## src/sv/fpskt_ram.sv

```systemverilog
// ----------------------------------------------------------------------------
// fpskt_ram
// Generic single-port-write, single-port-read RAM with registered read.
// ----------------------------------------------------------------------------
module fpskt_ram #(
  parameter int WIDTH = 64,
  parameter int DEPTH = 64
) (
  input  logic                     clk,
  input  logic                     we,
  input  logic [$clog2(DEPTH)-1:0] waddr,
  input  logic [WIDTH-1:0]         wdata,
  input  logic [$clog2(DEPTH)-1:0] raddr,
  output logic [WIDTH-1:0]         rdata
);
  logic [WIDTH-1:0] mem [DEPTH];

  always_ff @(posedge clk) begin
    if (we) begin
      mem[waddr] <= wdata;
    end
    rdata <= mem[raddr];
  end
endmodule

```

## config.mk

```make
export PLATFORM = sky130hd
export DESIGN_NAME = fpskt_ram
export DESIGN_NICKNAME = d
export VERILOG_FILES = /design/src/sv/fpskt_ram.sv
export SDC_FILE = /design/constraint.sdc
export NUM_CORES = 2
export LEC_CHECK = 0
export BUFFER_PORTS_ARGS = -buffer_cell sky130_fd_sc_hd__buf_2
export CORE_MARGIN = 5
export CORE_UTILIZATION = 50
export CTS_CLUSTER_DIAMETER = 40
export DETAILED_ROUTE_END_ITERATION = 10
export HOLD_SLACK_MARGIN = 0.06
export PLACE_DENSITY_LB_ADDON = 0.25
export SLEW_MARGIN = 5
export SYNTH_ARGS = -nofsm -noshare
export SYNTH_HDL_FRONTEND = slang
export SYNTH_SLANG_ARGS = --single-unit
```

## constraint.sdc

```tcl
create_clock -name clk -period 10.41 [get_ports clk]
set_input_delay 1.041 -clock clk [delete_from_list [all_inputs] [get_ports clk]]
set_output_delay 1.041 -clock clk [all_outputs]
set_load 0.05 [all_outputs]
```

==> impl_results.html <==
<table>
<tr><th>Metric</th><th>Value</th></tr>
<tr><th colspan="2">Cells and area</th></tr>
<tr><td>Syn-to-layout area delta</td><td>14.3%</td></tr>
<tr><td>Final standard cell area without fillers</td><td>179000 µm²</td></tr>
<tr><td>Share of post-route cells with drive strength above 1</td><td>0.297</td></tr>
<tr><td>Final design utilization</td><td>0.574</td></tr>
<tr><td>Count of nets after finishing</td><td>a little over 7000</td></tr>
<tr><th colspan="2">Floorplan</th></tr>
<tr><td>Die width</td><td>569 µm</td></tr>
<tr><td>Total Die Area</td><td>324000 µm²</td></tr>
<tr><td>Core box area</td><td>312000 µm²</td></tr>
<tr><td>Standard-cell rows</td><td>slightly above 200</td></tr>
<tr><td>Number of I/O pins</td><td>about 140</td></tr>
<tr><td>Effective utilization at floorplan</td><td>0.502</td></tr>
<tr><td>Die Ht</td><td>569 µm</td></tr>
<tr><th colspan="2">GRT</th></tr>
<tr><td>Vias in the first global route</td><td>76429</td></tr>
<tr><td>Maximum number of pins on one net before global-route repair</td><td>119</td></tr>
<tr><td>Combined global-route utilization of all metal layers</td><td>0.257</td></tr>
<tr><td>First-pass GRT wire length</td><td>589000 µm</td></tr>
<tr><td>Antenna violations before repair</td><td>35</td></tr>
<tr><td>Global route total overflow</td><td>0</td></tr>
<tr><th colspan="2">Synthesis</th></tr>
<tr><td>Top flip-flop cell by instance count after synthesis</td><td>edfxtp_1</td></tr>
<tr><td>Synth cell types</td><td>33</td></tr>
<tr><td>Biggest area contributors in the synthesized netlist</td><td>edfxtp_1 79%, mux4_2 15%, mux2i_1 0.86%</td></tr>
<tr><td>Fraction of synthesis flops using an asynchronous set or reset pin</td><td>0</td></tr>
<tr><td>Area fraction of the dominant cell type after synthesis</td><td>0.787</td></tr>
<tr><td>Count of synthesis-stage warnings from yosys</td><td>0</td></tr>
<tr><td>Gate count of the mapped netlist</td><td>~6600</td></tr>
<tr><td>Synthesis-stage register bit count</td><td>4160</td></tr>
<tr><td>Syn Std Cell Area</td><td>156000 µm²</td></tr>
<tr><td>Most used standard cell by instance count after synthesis</td><td>edfxtp_1</td></tr>
<tr><td>Sequential share of the synthesized area</td><td>0.795</td></tr>
<tr><td>Net count after synthesis</td><td>roughly 6700</td></tr>
<tr><td>EDFF count, synth</td><td>4096</td></tr>
<tr><td>Avg Inst Size Synth</td><td>23.7 µm²</td></tr>
<tr><td>Dominant cell type by area after synthesis</td><td>edfxtp_1</td></tr>
<tr><td>Leading cell types by count after synthesis</td><td>4096 x edfxtp_1, 1024 x mux4_2, 170 x buf_2</td></tr>
<tr><th colspan="2">Placed design</th></tr>
<tr><td>Post-Place Cell Area</td><td>163000 µm²</td></tr>
<tr><td>Count of input and output buffers</td><td>141</td></tr>
<tr><td>Detailed placer's ending HPWL</td><td>213000 µm</td></tr>
<tr><td>Final estimated routing congestion in global placement</td><td>0.761</td></tr>
<tr><th colspan="2">Power and ir drop</th></tr>
<tr><td>Power density over the cells</td><td>207 nW/µm²</td></tr>
<tr><td>Clock group share of total power</td><td>0.452</td></tr>
<tr><td>Switching part of the total power</td><td>0.218</td></tr>
<tr><td>Share of total power in combinational logic</td><td>0.045</td></tr>
<tr><td>Maximum resistive drop on vdd</td><td>0.171 mV</td></tr>
<tr><td>Internal power</td><td>28900 µW</td></tr>
<tr><td>Total leakage power</td><td>0.0559 µW</td></tr>
<tr><td>Switching power summed over all nets</td><td>between 8000 and 9000 µW</td></tr>
<tr><td>Reg power frac</td><td>0.504</td></tr>
<tr><th colspan="2">STA</th></tr>
<tr><td>Post-Route Skew</td><td>a little over 80 ps</td></tr>
<tr><td>Count of pins over their slew limit</td><td>0</td></tr>
<tr><td>Max frequency</td><td>approximately 250 MHz</td></tr>
<tr><td>Final Hold Vio Count</td><td>0</td></tr>
<tr><td>Transition at the pin with the smallest max-transition slack</td><td>1330 ps</td></tr>
<tr><td>Final min period</td><td>roughly 4100 ps</td></tr>
<tr><td>Tightest slew margin relative to the limit</td><td>0.114</td></tr>
<tr><td>Final period util</td><td>0.390</td></tr>
<tr><td>Unrepaired setup endpoints after global routing</td><td>no</td></tr>
<tr><td>Final setup violation count</td><td>0</td></tr>
<tr><td>Setup TNS</td><td>0 ps</td></tr>
<tr><th colspan="2">Setup path</th></tr>
<tr><td>Critical path data arrival time</td><td>4910 ps</td></tr>
<tr><td>Total stage count of the critical path</td><td>7</td></tr>
<tr><td>Peak fanout along the critical path</td><td>50</td></tr>
<tr><td>Count of buffer and inverter cells on the critical path</td><td>3</td></tr>
<tr><td>Largest stage delay on the critical path</td><td>~870 ps</td></tr>
<tr><td>Worst setup path category</td><td>in2reg</td></tr>
<tr><td>Critical path cell sequence</td><td>buf_2 &gt; and2_4 &gt; buf_4 &gt; buf_4 &gt; a22oi_1 &gt; and3_1 &gt; a211oi_1</td></tr>
<tr><td>Most frequent cell on the critical path</td><td>buf_4</td></tr>
<tr><td>Slowest cell on the critical path</td><td>buf_4</td></tr>
<tr><td>Element type at the critical path start</td><td>input pin</td></tr>
<tr><td>Cell class contributing the biggest share of worst-path delay</td><td>buffers and inverters</td></tr>
<tr><td>Required time of the critical path</td><td>11260 ps</td></tr>
<tr><td>Setup slack of the worst register-to-register path</td><td>8310 ps</td></tr>
<tr><td>Path depth of the worst reg2reg path</td><td>5</td></tr>
<tr><td>Crit end category</td><td>flip-flop</td></tr>
<tr><th colspan="2">Drt</th></tr>
<tr><td>Post-detailed-routing wire length</td><td>419000 µm</td></tr>
<tr><td>Antenna Violating Nets Remaining</td><td>0</td></tr>
<tr><td>Detailed Route Iter0 Violations</td><td>10529</td></tr>
<tr><td>Routed length per placed instance</td><td>36.2 µm</td></tr>
<tr><td>Via count of the routed design</td><td>75915</td></tr>
<tr><td>Drt via density</td><td>6.55</td></tr>
<tr><td>Detailed-router iteration count before antenna repair</td><td>6</td></tr>
<tr><td>Residual DRC count</td><td>0</td></tr>
<tr><th colspan="2">CTS</th></tr>
<tr><td>CTS Buf Count</td><td>~480</td></tr>
<tr><td>Total of hold buffers inserted after clock tree synthesis</td><td>0</td></tr>
<tr><td>CTS tree</td><td>built</td></tr>
<tr><td>Post CTS Setup Buffer Count</td><td>0</td></tr>
<tr><td>Depth of the CTS H-tree</td><td>5</td></tr>
<tr><td>Clock latency on the worst-skew pair</td><td>1020 ps</td></tr>
<tr><td>Reg clk slew, reported paths</td><td>60 ps</td></tr>
<tr><td>Sinks on Clock Net</td><td>4160</td></tr>
<tr><td>Cts repair resizes</td><td>0</td></tr>
<tr><td>Root buffer cell</td><td>clkbuf_16</td></tr>
<tr><td>Number of buffers on the longest clock path</td><td>4</td></tr>
<tr><th colspan="2">Worst hold path</th></tr>
<tr><td>Hold Path Cell Cnt</td><td>1</td></tr>
<tr><td>Path type of the worst min-delay path</td><td>in2reg</td></tr>
<tr><th colspan="2">Status</th></tr>
<tr><td>Status</td><td>finished clean</td></tr>
<tr><th colspan="2">Job</th></tr>
<tr><td>Max cap viols</td><td>0</td></tr>
</table>
registers in the layout, indices dropped and copies added, names as in the netlist:
signal and cells:
rdata 64, mem 4096
layer usage:
metal / wire, µm / global-route usage / share of wire / vias up
met1: 160000 / 0.366 / 0.38 / 41220
met4: 13500 / 0.0765 / 0.032 / 14
li1: - / - / - / 29461
met5: 93 / 0 / 0.00022 / -
met3: 42200 / 0.0477 / 0.10 / 773
met2: 204000 / 0.414 / 0.49 / 4447
kinds of logic after synthesis:
group           count (synthesis)  share of synthesized area
flops                        4160                      0.795
mux                          1159                      0.156
compound gates                504                     0.0248
buf+inv                       389                     0.0118
simple gates                  386                     0.0124
through the flow:
step / worst slack (ps) / cells / hold slack [ps] / total power [µW]
after global placement: 5570 / 10706 / 810 / 20600
after detailed placement: 5560 / 10706 / 831 / 20700
final: 6350 / 11598 / 752 / 37000
after floorplan: 3930 / 6598 / 788 / 19900
after CTS: 6550 / 11588 / 705 / 37200
after global routing: 6380 / 11593 / 788 / 38100
area by class of cell:
class,count,area (µm²)
fill,21919,133000
tap,4140,5180
clock inverter,328,3760
sequential,4160,124000
clock buffer,554,12300
timing repair buffer,338,2410
multi-input combinational,2049,30800
inverter,19,71.3
antenna,10,25.0
path summary, 6_finish.rpt:
| check | startpoint | endpoint |
|---|---|---|
| setup / recovery | raddr[3] | rdata[8]$_DFF_P_ |
| hold / removal | wdata[19] | mem[1][19]$_DFFE_PP_ |
| setup reg to reg | mem[10][62]$_DFFE_PP_ | rdata[62]$_DFF_P_ |
| hold reg to reg | mem[52][62]$_DFFE_PP_ | rdata[62]$_DFF_P_ |
power by group through the flow:
stage | Sequential, µW | Clock [µW] | Combinational, µW
finish | 18600 | 16700 | 1650
detailed placement | 19000 | 0 | 1660
global placement | 19000 | 0 | 1630
floorplan | 19100 | 0 | 864
global route | 18600 | 17700 | 1740
CTS | 18600 | 16900 | 1660
cell usage in the layout (no fill, tap or decap), types with 19 or more instances in the layout:
cell type / n
clkinv_2: 57
a22o_1: 88
a211oi_1: 63
o22ai_1: 83
clkinv_4: 36
inv_6: 37
o221ai_1: 38
buf_4: 182
edfxtp_1: 4096
clkinv_1: 67
bufinv_16: 51
nor2_1: 47
or3_1: 29
or2_2: 28
mux4_2: 1024
nor2_4: 65
buf_2: 138
nand2_1: 55
clkbuf_1: 70
dfxtp_1: 64
mux2i_1: 135
and3_1: 64
clkbuf_16: 475
inv_1: 19
nand3_1: 45
a2bb2oi_1: 19
a22oi_1: 168
nor2b_1: 24
clkinvlp_4: 50
a41oi_1: 26
worst register-to-register path: cells and delay by family, from the launching register on:
| kind | cells | cell delay [ps] |
|---|---|---|
| compound gates | 2 | 730 |
| mux | 1 | 460 |
| simple gates | 2 | 390 |
| flops | 1 | 370 |
(Power assumes the default switching activity.)
